$ cat config.mk
export PLATFORM = sky130hd
export DESIGN_NAME = sine_taylor_series_tolerance_flat
export DESIGN_NICKNAME = d
export VERILOG_FILES = /design/src/design/sts_pkg.sv /design/src/design/sts_if.sv /design/src/design/sts_ctrl.sv /design/src/design/sts_datapath.sv /design/src/design/sine_taylor_series_tolerance.sv /design/src/flat_wrapper.sv
export SDC_FILE = /design/constraint.sdc
export NUM_CORES = 2
export LEC_CHECK = 0
export BUFFER_PORTS_ARGS = -buffer_cell sky130_fd_sc_hd__buf_2
export CORE_UTILIZATION = 45
export CTS_BUF_LIST = sky130_fd_sc_hd__clkbuf_16
export CTS_CLUSTER_SIZE = 40
export DETAILED_ROUTE_END_ITERATION = 10
export PLACE_DENSITY = 0.59
export SETUP_SLACK_MARGIN = 0.4
export SLEW_MARGIN = 20
export SYNTH_ARGS = -nofsm -noshare
export SYNTH_HDL_FRONTEND = slang
export SYNTH_SLANG_ARGS = --single-unit
$ cat constraint.sdc
create_clock -name clk -period 11.55 [get_ports clk]
set_input_delay 1.7325 -clock clk [delete_from_list [all_inputs] [get_ports clk]]
set_output_delay 1.7325 -clock clk [all_outputs]
set_load 0.05 [all_outputs]
$ cat src/design/sts_pkg.sv
// shared types, widths, op codes and constant tables of the sine series block
package sts_pkg;

  // field widths
  localparam int ANGLE_W = 18;
  localparam int SINE_W  = 32;
  localparam int TERMS_W = 6;
  localparam int TOL_W   = 29;

  localparam int MAX_TERMS  = 32;
  localparam int TERM_IDX_W = $clog2(MAX_TERMS);

  localparam logic [TOL_W-1:0] TOL_RESET = 29'd268;

  // angle conversion
  localparam int AMAG_W     = 17;
  localparam int D2R_W      = 27;
  localparam int CONV_W     = 43;
  localparam int CONV_SHIFT = 12;
  localparam logic [D2R_W-1:0] DEG2RAD_Q32 = 27'd74961321;
  localparam logic signed [ANGLE_W-1:0] ANGLE_LIMIT = 18'sd92160;

  // datapath word sizes
  localparam int FRAC_W  = 28;
  localparam int XMAG_W  = 31;
  localparam int XSQ_W   = 34;
  localparam int MAG_W   = 35;
  localparam int P_W     = 41;
  localparam int RECIP_W = 39;
  localparam int DEN_W   = 13;
  localparam int SUM_W   = 40;

  // shared multiplier and accumulator
  localparam int MUL_A_W = 21;
  localparam int MUL_B_W = 39;
  localparam int PROD_W  = MUL_A_W + MUL_B_W;
  localparam int ACC_W   = 80;

  // split points of the multi-cycle products
  localparam int SQ_SPLIT  = 16;
  localparam int MAG_SPLIT = 17;
  localparam int P_SPLIT   = 20;

  // datapath commands
  localparam int OP_W = 5;
  typedef logic [OP_W-1:0] cmd_t;

  localparam cmd_t OP_NONE  = 5'd0;
  localparam cmd_t OP_LOAD  = 5'd1;
  localparam cmd_t OP_CONV  = 5'd2;
  localparam cmd_t OP_XMAG  = 5'd3;
  localparam cmd_t OP_SQ_HI = 5'd4;
  localparam cmd_t OP_SQ_LO = 5'd5;
  localparam cmd_t OP_SQ_END = 5'd6;
  localparam cmd_t OP_M_HI  = 5'd7;
  localparam cmd_t OP_M_LO  = 5'd8;
  localparam cmd_t OP_M_END = 5'd9;
  localparam cmd_t OP_D_HI  = 5'd10;
  localparam cmd_t OP_D_LO  = 5'd11;
  localparam cmd_t OP_D_END = 5'd12;
  localparam cmd_t OP_D_MUL = 5'd13;
  localparam cmd_t OP_D_FIX = 5'd14;
  localparam cmd_t OP_SUM   = 5'd15;
  localparam cmd_t OP_OUT   = 5'd16;

  typedef struct packed {
    logic stop;
    logic out_stall;
  } stat_t;

  // divisor (2k)(2k+1) of correction term k, k from 1
  localparam logic [DEN_W-1:0] DEN_TABLE [MAX_TERMS] = '{
    13'd6,    13'd20,   13'd42,   13'd72,   13'd110,  13'd156,  13'd210,  13'd272,
    13'd342,  13'd420,  13'd506,  13'd600,  13'd702,  13'd812,  13'd930,  13'd1056,
    13'd1190, 13'd1332, 13'd1482, 13'd1640, 13'd1806, 13'd1980, 13'd2162, 13'd2352,
    13'd2550, 13'd2756, 13'd2970, 13'd3192, 13'd3422, 13'd3660, 13'd3906, 13'd4160
  };

  // floor(2^41 / divisor), quotient estimate is exact or one low
  localparam logic [63:0] RECIP_NUM = 64'd1 << P_W;
  localparam logic [RECIP_W-1:0] RECIP_TABLE [MAX_TERMS] = '{
    RECIP_W'(RECIP_NUM / 6),    RECIP_W'(RECIP_NUM / 20),   RECIP_W'(RECIP_NUM / 42),
    RECIP_W'(RECIP_NUM / 72),   RECIP_W'(RECIP_NUM / 110),  RECIP_W'(RECIP_NUM / 156),
    RECIP_W'(RECIP_NUM / 210),  RECIP_W'(RECIP_NUM / 272),  RECIP_W'(RECIP_NUM / 342),
    RECIP_W'(RECIP_NUM / 420),  RECIP_W'(RECIP_NUM / 506),  RECIP_W'(RECIP_NUM / 600),
    RECIP_W'(RECIP_NUM / 702),  RECIP_W'(RECIP_NUM / 812),  RECIP_W'(RECIP_NUM / 930),
    RECIP_W'(RECIP_NUM / 1056), RECIP_W'(RECIP_NUM / 1190), RECIP_W'(RECIP_NUM / 1332),
    RECIP_W'(RECIP_NUM / 1482), RECIP_W'(RECIP_NUM / 1640), RECIP_W'(RECIP_NUM / 1806),
    RECIP_W'(RECIP_NUM / 1980), RECIP_W'(RECIP_NUM / 2162), RECIP_W'(RECIP_NUM / 2352),
    RECIP_W'(RECIP_NUM / 2550), RECIP_W'(RECIP_NUM / 2756), RECIP_W'(RECIP_NUM / 2970),
    RECIP_W'(RECIP_NUM / 3192), RECIP_W'(RECIP_NUM / 3422), RECIP_W'(RECIP_NUM / 3660),
    RECIP_W'(RECIP_NUM / 3906), RECIP_W'(RECIP_NUM / 4160)
  };

endpackage

$ cat src/design/sts_if.sv
// request channel interfaces for angle input and sine result
interface sts_angle_if import sts_pkg::*; ();
  logic                      valid;
  logic                      ready;
  logic signed [ANGLE_W-1:0] angle_deg;

  modport source (output valid, output angle_deg, input ready);
  modport sink (input valid, input angle_deg, output ready);
endinterface

interface sts_result_if import sts_pkg::*; ();
  logic                     valid;
  logic                     ready;
  logic signed [SINE_W-1:0] sine_value;
  logic [TERMS_W-1:0]       terms_used;
  logic                     limit_hit;

  modport source (output valid, output sine_value, output terms_used, output limit_hit,
                  input ready);
  modport sink (input valid, input sine_value, input terms_used, input limit_hit,
                output ready);
endinterface

$ cat src/design/sts_ctrl.sv
// sequencer for the sine series datapath
module sts_ctrl import sts_pkg::*; (
  input  logic  clk,
  input  logic  rst,
  input  logic  in_valid,
  output logic  in_ready,
  input  stat_t stat,
  output cmd_t  cmd
);

  localparam logic [3:0] ST_IDLE   = 4'd0;
  localparam logic [3:0] ST_CONV   = 4'd1;
  localparam logic [3:0] ST_XMAG   = 4'd2;
  localparam logic [3:0] ST_SQ_HI  = 4'd3;
  localparam logic [3:0] ST_SQ_LO  = 4'd4;
  localparam logic [3:0] ST_SQ_END = 4'd5;
  localparam logic [3:0] ST_M_HI   = 4'd6;
  localparam logic [3:0] ST_M_LO   = 4'd7;
  localparam logic [3:0] ST_M_END  = 4'd8;
  localparam logic [3:0] ST_D_HI   = 4'd9;
  localparam logic [3:0] ST_D_LO   = 4'd10;
  localparam logic [3:0] ST_D_END  = 4'd11;
  localparam logic [3:0] ST_D_MUL  = 4'd12;
  localparam logic [3:0] ST_D_FIX  = 4'd13;
  localparam logic [3:0] ST_SUM    = 4'd14;
  localparam logic [3:0] ST_FINISH = 4'd15;

  logic [3:0] state;
  logic [3:0] state_next;

  assign in_ready = (state == ST_IDLE);

  always_comb begin
    state_next = state;
    cmd        = OP_NONE;
    case (state)
      ST_IDLE: begin
        if (in_valid) begin
          cmd        = OP_LOAD;
          state_next = ST_CONV;
        end
      end
      ST_CONV: begin
        cmd        = OP_CONV;
        state_next = ST_XMAG;
      end
      ST_XMAG: begin
        cmd        = OP_XMAG;
        state_next = ST_SQ_HI;
      end
      ST_SQ_HI: begin
        cmd        = OP_SQ_HI;
        state_next = ST_SQ_LO;
      end
      ST_SQ_LO: begin
        cmd        = OP_SQ_LO;
        state_next = ST_SQ_END;
      end
      ST_SQ_END: begin
        cmd        = OP_SQ_END;
        state_next = ST_M_HI;
      end
      ST_M_HI: begin
        cmd        = OP_M_HI;
        state_next = ST_M_LO;
      end
      ST_M_LO: begin
        cmd        = OP_M_LO;
        state_next = ST_M_END;
      end
      ST_M_END: begin
        cmd        = OP_M_END;
        state_next = ST_D_HI;
      end
      ST_D_HI: begin
        cmd        = OP_D_HI;
        state_next = ST_D_LO;
      end
      ST_D_LO: begin
        cmd        = OP_D_LO;
        state_next = ST_D_END;
      end
      ST_D_END: begin
        cmd        = OP_D_END;
        state_next = ST_D_MUL;
      end
      ST_D_MUL: begin
        cmd        = OP_D_MUL;
        state_next = ST_D_FIX;
      end
      ST_D_FIX: begin
        cmd        = OP_D_FIX;
        state_next = ST_SUM;
      end
      ST_SUM: begin
        cmd        = OP_SUM;
        state_next = stat.stop ? ST_FINISH : ST_M_HI;
      end
      ST_FINISH: begin
        if (!stat.out_stall) begin
          cmd        = OP_OUT;
          state_next = ST_IDLE;
        end
      end
      default: begin
        state_next = ST_IDLE;
      end
    endcase
  end

  always_ff @(posedge clk) begin
    if (rst) begin
      state <= ST_IDLE;
    end else begin
      state <= state_next;
    end
  end

endmodule

$ cat src/design/sts_datapath.sv
// registers, shared multiplier and accumulator of the sine series
module sts_datapath import sts_pkg::*; (
  input  logic                      clk,
  input  logic                      rst,
  input  logic                      cfg_wr_en,
  input  logic [TOL_W-1:0]          cfg_wr_data,
  input  logic signed [ANGLE_W-1:0] angle_deg,
  input  cmd_t                      cmd,
  output stat_t                     stat,
  sts_result_if.source              result
);

  logic [TOL_W-1:0]        tol;
  logic [AMAG_W-1:0]       amag;
  logic                    aneg;
  logic [XMAG_W-1:0]       xmag;
  logic [XSQ_W-1:0]        xsq;
  logic [MAG_W-1:0]        tmag;
  logic                    tneg;
  logic signed [SUM_W-1:0] sum;
  logic [P_W-1:0]          preg;
  logic [MAG_W-1:0]        qreg;
  logic [TERMS_W-1:0]      count;
  logic [PROD_W-1:0]       prod;
  logic [ACC_W-1:0]        acc;

  logic                    out_valid;
  logic signed [SINE_W-1:0] out_sine;
  logic [TERMS_W-1:0]      out_terms;
  logic                    out_limit;

  logic [MUL_A_W-1:0]      mul_a;
  logic [MUL_B_W-1:0]      mul_b;
  logic [ACC_W-1:0]        acc_sum;
  logic [CONV_W-1:0]       conv_rnd;
  logic [2*XMAG_W-1:0]     sq_rnd;
  logic [P_W-1:0]          rem;
  logic [DEN_W-1:0]        den;
  logic [RECIP_W-1:0]      recip;
  logic [TERMS_W-1:0]      count_inc;
  logic signed [ANGLE_W-1:0] deg_abs;
  logic [AMAG_W-1:0]       amag_next;
  logic                    aneg_next;
  logic signed [SUM_W-1:0] xmag_ext;
  logic signed [SUM_W-1:0] tmag_ext;
  logic signed [SINE_W-1:0] sine_sat;
  logic                    tol_met;

  assign den       = DEN_TABLE[count[TERM_IDX_W-1:0]];
  assign recip     = RECIP_TABLE[count[TERM_IDX_W-1:0]];
  assign count_inc = count + TERMS_W'(1);
  assign acc_sum   = acc + ACC_W'(prod);
  assign conv_rnd  = prod[CONV_W-1:0] + (CONV_W'(1) << (CONV_SHIFT - 1));
  assign sq_rnd    = acc_sum[2*XMAG_W-1:0] + ((2*XMAG_W)'(1) << (FRAC_W - 1));
  assign rem       = preg - prod[P_W-1:0];
  assign xmag_ext  = $signed(SUM_W'(xmag));
  assign tmag_ext  = $signed(SUM_W'(tmag));
  assign tol_met   = (tmag < MAG_W'(tol));

  // input clamp to one full turn either way
  always_comb begin
    deg_abs   = angle_deg[ANGLE_W-1] ? -angle_deg : angle_deg;
    aneg_next = angle_deg[ANGLE_W-1];
    amag_next = deg_abs[AMAG_W-1:0];
    if (angle_deg > ANGLE_LIMIT || angle_deg < -ANGLE_LIMIT) begin
      amag_next = ANGLE_LIMIT[AMAG_W-1:0];
    end
  end

  // output saturation to the q3.28 range
  always_comb begin
    if (sum[SUM_W-1:SINE_W-1] == '0 || sum[SUM_W-1:SINE_W-1] == '1) begin
      sine_sat = sum[SINE_W-1:0];
    end else if (sum[SUM_W-1]) begin
      sine_sat = {1'b1, {(SINE_W-1){1'b0}}};
    end else begin
      sine_sat = {1'b0, {(SINE_W-1){1'b1}}};
    end
  end

  // operand select for the shared multiplier
  always_comb begin
    mul_a = '0;
    mul_b = '0;
    case (cmd)
      OP_CONV: begin
        mul_a = MUL_A_W'(amag);
        mul_b = MUL_B_W'(DEG2RAD_Q32);
      end
      OP_SQ_HI: begin
        mul_a = MUL_A_W'(xmag[XMAG_W-1:SQ_SPLIT]);
        mul_b = MUL_B_W'(xmag);
      end
      OP_SQ_LO: begin
        mul_a = MUL_A_W'(xmag[SQ_SPLIT-1:0]);
        mul_b = MUL_B_W'(xmag);
      end
      OP_M_HI: begin
        mul_a = MUL_A_W'(tmag[MAG_W-1:MAG_SPLIT]);
        mul_b = MUL_B_W'(xsq);
      end
      OP_M_LO: begin
        mul_a = MUL_A_W'(tmag[MAG_SPLIT-1:0]);
        mul_b = MUL_B_W'(xsq);
      end
      OP_D_HI: begin
        mul_a = MUL_A_W'(preg[P_W-1:P_SPLIT]);
        mul_b = recip;
      end
      OP_D_LO: begin
        mul_a = MUL_A_W'(preg[P_SPLIT-1:0]);
        mul_b = recip;
      end
      OP_D_MUL: begin
        mul_a = MUL_A_W'(den);
        mul_b = MUL_B_W'(qreg);
      end
      default: begin
        mul_a = '0;
        mul_b = '0;
      end
    endcase
  end

  always_ff @(posedge clk) begin
    prod <= PROD_W'(mul_a) * PROD_W'(mul_b);
    case (cmd)
      OP_LOAD: begin
        amag <= amag_next;
        aneg <= aneg_next;
      end
      OP_XMAG: begin
        xmag <= conv_rnd[CONV_SHIFT+XMAG_W-1:CONV_SHIFT];
      end
      OP_SQ_LO: begin
        acc <= ACC_W'(prod) << SQ_SPLIT;
      end
      OP_SQ_END: begin
        xsq  <= sq_rnd[2*XMAG_W-1:FRAC_W];
        tmag <= MAG_W'(xmag);
        tneg <= aneg;
        sum  <= aneg ? -xmag_ext : xmag_ext;
      end
      OP_M_LO: begin
        acc <= ACC_W'(prod) << MAG_SPLIT;
      end
      OP_M_END: begin
        preg <= acc_sum[FRAC_W+P_W-1:FRAC_W];
      end
      OP_D_LO: begin
        acc <= ACC_W'(prod) << P_SPLIT;
      end
      OP_D_END: begin
        qreg <= acc_sum[P_W+MAG_W-1:P_W];
      end
      OP_D_FIX: begin
        // reciprocal estimate is at most one low
        tmag <= qreg + MAG_W'(rem >= P_W'(den));
      end
      OP_SUM: begin
        tneg <= !tneg;
        sum  <= tneg ? sum + tmag_ext : sum - tmag_ext;
      end
      OP_OUT: begin
        out_sine  <= sine_sat;
        out_terms <= count;
        out_limit <= !tol_met;
      end
      default: begin
      end
    endcase
  end

  // control state
  always_ff @(posedge clk) begin
    if (rst) begin
      tol       <= TOL_RESET;
      count     <= '0;
      out_valid <= 1'b0;
    end else begin
      if (cfg_wr_en) begin
        tol <= cfg_wr_data;
      end
      if (cmd == OP_SQ_END) begin
        count <= '0;
      end else if (cmd == OP_SUM) begin
        count <= count_inc;
      end
      if (cmd == OP_OUT) begin
        out_valid <= 1'b1;
      end else if (result.ready) begin
        out_valid <= 1'b0;
      end
    end
  end

  assign stat.stop      = tol_met || (count_inc == TERMS_W'(MAX_TERMS));
  assign stat.out_stall = out_valid && !result.ready;

  assign result.valid      = out_valid;
  assign result.sine_value = out_sine;
  assign result.terms_used = out_terms;
  assign result.limit_hit  = out_limit;

  // quotient estimate never overshoots
  a_quot_low: assert property (@(posedge clk) disable iff (rst)
    (cmd == OP_D_FIX) |-> (prod[P_W-1:0] <= preg && prod[PROD_W-1:P_W] == '0))
    else $error("quotient estimate above true quotient");

  // one correction step is enough
  a_quot_fix: assert property (@(posedge clk) disable iff (rst)
    (cmd == OP_D_FIX) |-> (rem < {{(P_W-DEN_W-1){1'b0}}, den, 1'b0}))
    else $error("quotient estimate more than one low");

  // term count stays within the limit
  a_count_max: assert property (@(posedge clk) disable iff (rst)
    count <= TERMS_W'(MAX_TERMS))
    else $error("term count beyond limit");

  // a result is never written over one still waiting
  a_no_overwrite: assert property (@(posedge clk) disable iff (rst)
    (cmd == OP_OUT) |-> !(out_valid && !result.ready))
    else $error("pending result overwritten");

endmodule

$ cat src/design/sine_taylor_series_tolerance.sv
// top level of the fixed-point sine series block
//
//  channel   dir  handshake          payload
//  angle     in   valid/ready        angle_deg  s18, 8 fraction bits
//  result    out  valid/ready        sine_value s32 q3.28, terms_used u6, limit_hit u1
//  cfg       in   cfg_wr_en          cfg_wr_data u29 tolerance, 28 fraction bits
//
// one angle at a time: the result register is written after the last of the 1 to 32
// terms has been added, and the sequencer goes back to idle with that write, so a new
// angle is taken only once the result of the previous one has been written
// the per-term cost is set by the single 21x39 multiplier, used for the
// two halves of term*x^2, the two halves of the reciprocal product and the
// quotient check, plus the correction and summing steps
// reset: sequencer idle, result register empty, tolerance back to 268
// a held result does not block the next angle request; only the final write of
// the result register waits for it to be taken
// config writes are meant only while no request is in flight
//
// flow of one request
//   clamp to +-360 degrees, magnitude and sign split
//   x = |deg| * round(pi/180 * 2^32), rounded to nearest q28
//   x^2 in two partial products, rounded to q28
//   per term: p = term * x^2 / 2^28 in two partial products,
//   q = p / ((n+1)(n+2)) by table reciprocal then one correction,
//   sign flips and the sum takes the new term
//   stop once a term is below tolerance or the term limit is reached
module sine_taylor_series_tolerance import sts_pkg::*; (
  input  logic             clk,
  input  logic             rst,
  input  logic             cfg_wr_en,
  input  logic [TOL_W-1:0] cfg_wr_data,
  sts_angle_if.sink        angle,
  sts_result_if.source     result
);

  // command code from the sequencer, status back from the datapath
  cmd_t  cmd;
  stat_t stat;

  sts_ctrl u_ctrl (
    .clk      (clk),
    .rst      (rst),
    .in_valid (angle.valid),
    .in_ready (angle.ready),
    .stat     (stat),
    .cmd      (cmd)
  );

  // holds the tolerance register, the shared multiplier and the result register
  sts_datapath u_datapath (
    .clk         (clk),
    .rst         (rst),
    .cfg_wr_en   (cfg_wr_en),
    .cfg_wr_data (cfg_wr_data),
    .angle_deg   (angle.angle_deg),
    .cmd         (cmd),
    .stat        (stat),
    .result      (result)
  );

endmodule

$ cat src/flat_wrapper.sv
// flat-port wrapper written by rule: the top's interface ports become plain ports
module sine_taylor_series_tolerance_flat import sts_pkg::*;
  (clk, rst, cfg_wr_en, cfg_wr_data, angle_valid, angle_angle_deg, angle_ready, result_valid, result_sine_value, result_terms_used, result_limit_hit, result_ready);
  sts_angle_if angle_i ();
  sts_result_if result_i ();
  input  logic clk;
  input  logic rst;
  input  logic cfg_wr_en;
  input  logic [TOL_W-1:0] cfg_wr_data;
  input wire logic [$bits(angle_i.valid)-1:0] angle_valid;
  input wire logic [$bits(angle_i.angle_deg)-1:0] angle_angle_deg;
  output wire logic [$bits(angle_i.ready)-1:0] angle_ready;
  output wire logic [$bits(result_i.valid)-1:0] result_valid;
  output wire logic [$bits(result_i.sine_value)-1:0] result_sine_value;
  output wire logic [$bits(result_i.terms_used)-1:0] result_terms_used;
  output wire logic [$bits(result_i.limit_hit)-1:0] result_limit_hit;
  input wire logic [$bits(result_i.ready)-1:0] result_ready;
  assign angle_i.valid = angle_valid;
  assign angle_i.angle_deg = angle_angle_deg;
  assign angle_ready = angle_i.ready;
  assign result_valid = result_i.valid;
  assign result_sine_value = result_i.sine_value;
  assign result_terms_used = result_i.terms_used;
  assign result_limit_hit = result_i.limit_hit;
  assign result_i.ready = result_ready;
  sine_taylor_series_tolerance u_core (.clk(clk), .rst(rst), .cfg_wr_en(cfg_wr_en), .cfg_wr_data(cfg_wr_data), .angle(angle_i), .result(result_i));
endmodule
==> metrics.yaml <==
cts_sinks: 434
worstPathMaxFanout: 16
p_leak_nw: 26.0
wire_per_inst_um: 26.3
crit_slowest_cell: "dfxtp_1"
via_per_inst: 5.95
seq_power_share: 0.326
crit_top_cell: "fa_1"
vias: 46345
gr-total-overflow: 0
final_nets: 7235
clk_path_buf_depth: 3
std_cell_rows: 127
synth-seq-cells: 434
start_kind: "register"
gp_congestion: 1.08
grt_max_degree: 86
placed_cells: 7692
drv_slew: 0
timing.final.crit_share: 0.931
synthFlopType: "edfxtp_1"
first_global_vias: 45438
core_mm2: 0.120
yosys_warnings: 0
drt_iter0_drc: 5325
cp.required_ns: 12.11
synth_top_area_frac: 0.249
pre_cts_ws_ns: 0.813
setup.worst_path.class: "register to register"
whs_path_depth: 2
p_per_area_mw_per_mm2: 109
routed_wl_um: 205000
outcome: "finished, final reports clean"
grt_use_total: 0.335
skew_ns: 0.0407
dr.pass1.iters: 9
worstMarginPinSlew_ns: 1.27
cpPeakStageDelay_ns: 0.69
yosysMostFrequentCell: "nand2_1"
nFillCells: 11512
hold_violations: 0
path_delay_family: "adder cells"
drc: 0
dieArea_mm2: 0.123
htree_levels: 2
cts_setup_buffers: 0
clock.fmax_mhz: 93.0
synth_edf_count: 334
synth_area_leader_cell: "fa_1"
rr_worst_depth: 27
hold_start: "u_core.u_datapath.tol[27]$_SDFFE_PP0P_"
crit_arrival_ns: 11.32
ys_seq_area_frac: 0.220
sw_frac_of_total: 0.437
rsz0062_at_grt: "false"
netSwitchingPower_mw: 2.82
synth_area_per_cell_um2: 8.89
numCtsBuffers: 49
synth.area.top_cells: "fa_1 25%, edfxtp_1 18%, ha_1 8.4%"
grt_antenna_before_repair: 13
fp.dieH_um: 351
comb_power_share: 0.417
synth_common_cells: "918 x nand2_1, 873 x inv_1, 682 x fa_1"
slew_headroom: 0.148
clock_power_share: 0.257
synth_area_mm2: 0.0548
r2r-start: "u_core.u_datapath.count[1]$_SDFFE_PP0P_"
power_mw: 6.46
layoutNonFillerInstCount: 7785
start_util: 0.456
setup_violations: 0
hold_buffers: 0
whs_endpoint: "u_core.u_datapath.tol[27]$_SDFFE_PP0P_"
clock_latency_ns: 0.64
setup_tns_ns: 0
netlist_instances: 6166
ys_types: 92
end_kind: "register"
cts-resized-gates: 0
path_clk_slew_ns: 0.06
cts_root_buf: "clkbuf_16"
grt_pass1_wl_um: 303000
syn_nets: 7269
reg2reg_to: "u_core.u_datapath.prod[59]$_DFF_P_"
synth_async_sr_flop_share: 0
n_antenna_cell: 0
hold_path.class: "register to register"
ant_nets: 0
area_delta_synth_final_pct: 7.75
die_x_um: 351
drive_gt1_frac: 0.0646
timing.final.ws_setup_ns: 0.795
reg2reg_slack_ns: 0.80
max-vdd-ir-drop_mv: 0.110
cap_violations: 0
port_buffers: 92
cts_tree: "done"
intPower_mw: 3.64
min_period_ns: 10.75
design.portCount: 93
final_util: 0.491
hpwlAfterDp_um: 164000
path_buf_inv: 4
metal layers:
metal  up-vias  wire length, um  GRT usage
met1     22999            85700      0.469
met3       485            19500     0.0616
met5         -               27          0
li1      20495                -          -
met4         4            12300      0.162
met2      2362            87100      0.498
state kept, by name, indices dropped and copies added (netlist names):
register and flops:
u_core.u_datapath.acc 60, u_core.u_datapath.prod 60, u_core.u_datapath.preg 41, u_core.u_datapath.sum 40, u_core.u_datapath.qreg 35, u_core.u_datapath.tmag 35
u_core.u_datapath.xsq 34, u_core.u_datapath.result.sine_value 32, u_core.u_datapath.xmag 31, u_core.u_datapath.tol 29, u_core.u_datapath.amag 17, u_core.u_datapath.count 6
u_core.u_datapath.result.terms_used 6, u_core.u_ctrl.state 4, u_core.u_datapath.aneg 1, u_core.u_datapath.result.limit_hit 1, u_core.u_datapath.result.valid 1, u_core.u_datapath.tneg 1
kinds of logic after synthesis:
kind of cell / count (synthesis) / share of synthesized area
AOI/OAI and AO/OA: 1126 / 0.136
xor gates and xnor gates: 332 / 0.0531
adders and majority gates: 1051 / 0.333
DFF: 434 / 0.220
muxes: 54 / 0.0107
and+or+nand+nor: 1980 / 0.166
buffers and inverters: 1189 / 0.0816
worst reg2reg max path: stages, from the launching register on:
cell      delay, ns
dfxtp_1        0.69
inv_1          0.24
ha_1           0.58
nand2b_1       0.38
nand2_1        0.16
mux4_2         0.49
a221o_1        0.69
buf_4          0.32
and2_1         0.17
fa_1           0.53
inv_1          0.06
fa_1           0.51
fa_1           0.51
inv_1          0.05
fa_1           0.46
fa_1           0.53
fa_1           0.52
fa_1           0.43
ha_1           0.47
nand4_1        0.22
or3_1          0.42
a2111o_1       0.44
a211oi_2       0.52
o21ai_0        0.40
a21boi_0       0.38
o21ai_0        0.13
a32oi_1        0.24
xnor2_1        0.14
cells in the final DEF, fill, tap and decap left out, drive strengths merged, types with 30 or more instances in the layout:
cell type	synthesis	layout
nand2	918	918
edfxtp	334	334
a31oi	43	43
fa	682	682
nand3	100	100
inv	873	888
and3	39	39
ha	369	369
o21a	30	30
nor2	390	390
and2	141	141
o21ai	255	255
nor3	113	113
dfxtp	100	100
o21bai	37	37
nand4	68	68
clkbuf	292	53
nor2b	41	41
xnor2	201	201
a21oi	286	286
a21o	123	123
nand2b	35	35
xor2	131	131
mux2i	44	44
a221o	65	65
buf	24	231
a22oi	58	58
worst max path at each step:
stage,start,endpoint,slack [ns],cells after the start
after floorplan,u_core.u_ctrl.state[3]$_SDFFE_PP0P_,u_core.u_datapath.prod[59]$_DFF_P_,2.62,32
final,u_core.u_datapath.count[1]$_SDFFE_PP0P_,u_core.u_datapath.prod[59]$_DFF_P_,0.80,27
after global routing,u_core.u_datapath.count[1]$_SDFFE_PP0P_,u_core.u_datapath.prod[59]$_DFF_P_,0.41,27
after CTS,u_core.u_datapath.count[1]$_SDFFE_PP0P_,u_core.u_datapath.prod[59]$_DFF_P_,0.77,27
after global placement,u_core.u_datapath.count[1]$_SDFFE_PP0P_,u_core.u_datapath.prod[59]$_DFF_P_,0.87,30
after detailed placement,u_core.u_datapath.count[1]$_SDFFE_PP0P_,u_core.u_datapath.prod[59]$_DFF_P_,0.81,27
cell type report:
| class | instances | area [um2] | area share |
|---|---|---|---|
| multi-input combinational | 4543 | 38500 | 0.652 |
| sequential | 434 | 12000 | 0.204 |
| inverter | 873 | 3280 | 0.0555 |
| tap | 1612 | 2020 | 0.0342 |
| timing repair buffer | 231 | 1540 | 0.0261 |
| clock buffer | 53 | 1330 | 0.0225 |
| clock inverter | 39 | 345 | 0.00585 |
power by group through the flow:
stage	clock [mW]	combinational, mW	sequential (mW)
3_5_place_dp	0	2.61	2.11
6_report	1.66	2.69	2.11
3_3_place_gp	0	2.60	2.11
4_1_cts	1.67	2.63	2.08
5_1_grt	1.73	2.89	2.08
2_1_floorplan	0	1.72	1.92
per-stage QoR:
| stage | hold WS, ns | area [um2] |
|---|---|---|
| floorplan | 0.406 | 54800 |
| global placement | 0.477 | 57300 |
| detailed placement | 0.487 | 57300 |
| CTS | 0.501 | 59000 |
| global route | 0.521 | 59100 |
| finish | 0.498 | 59100 |
Power figures use the tool's default switching activity.
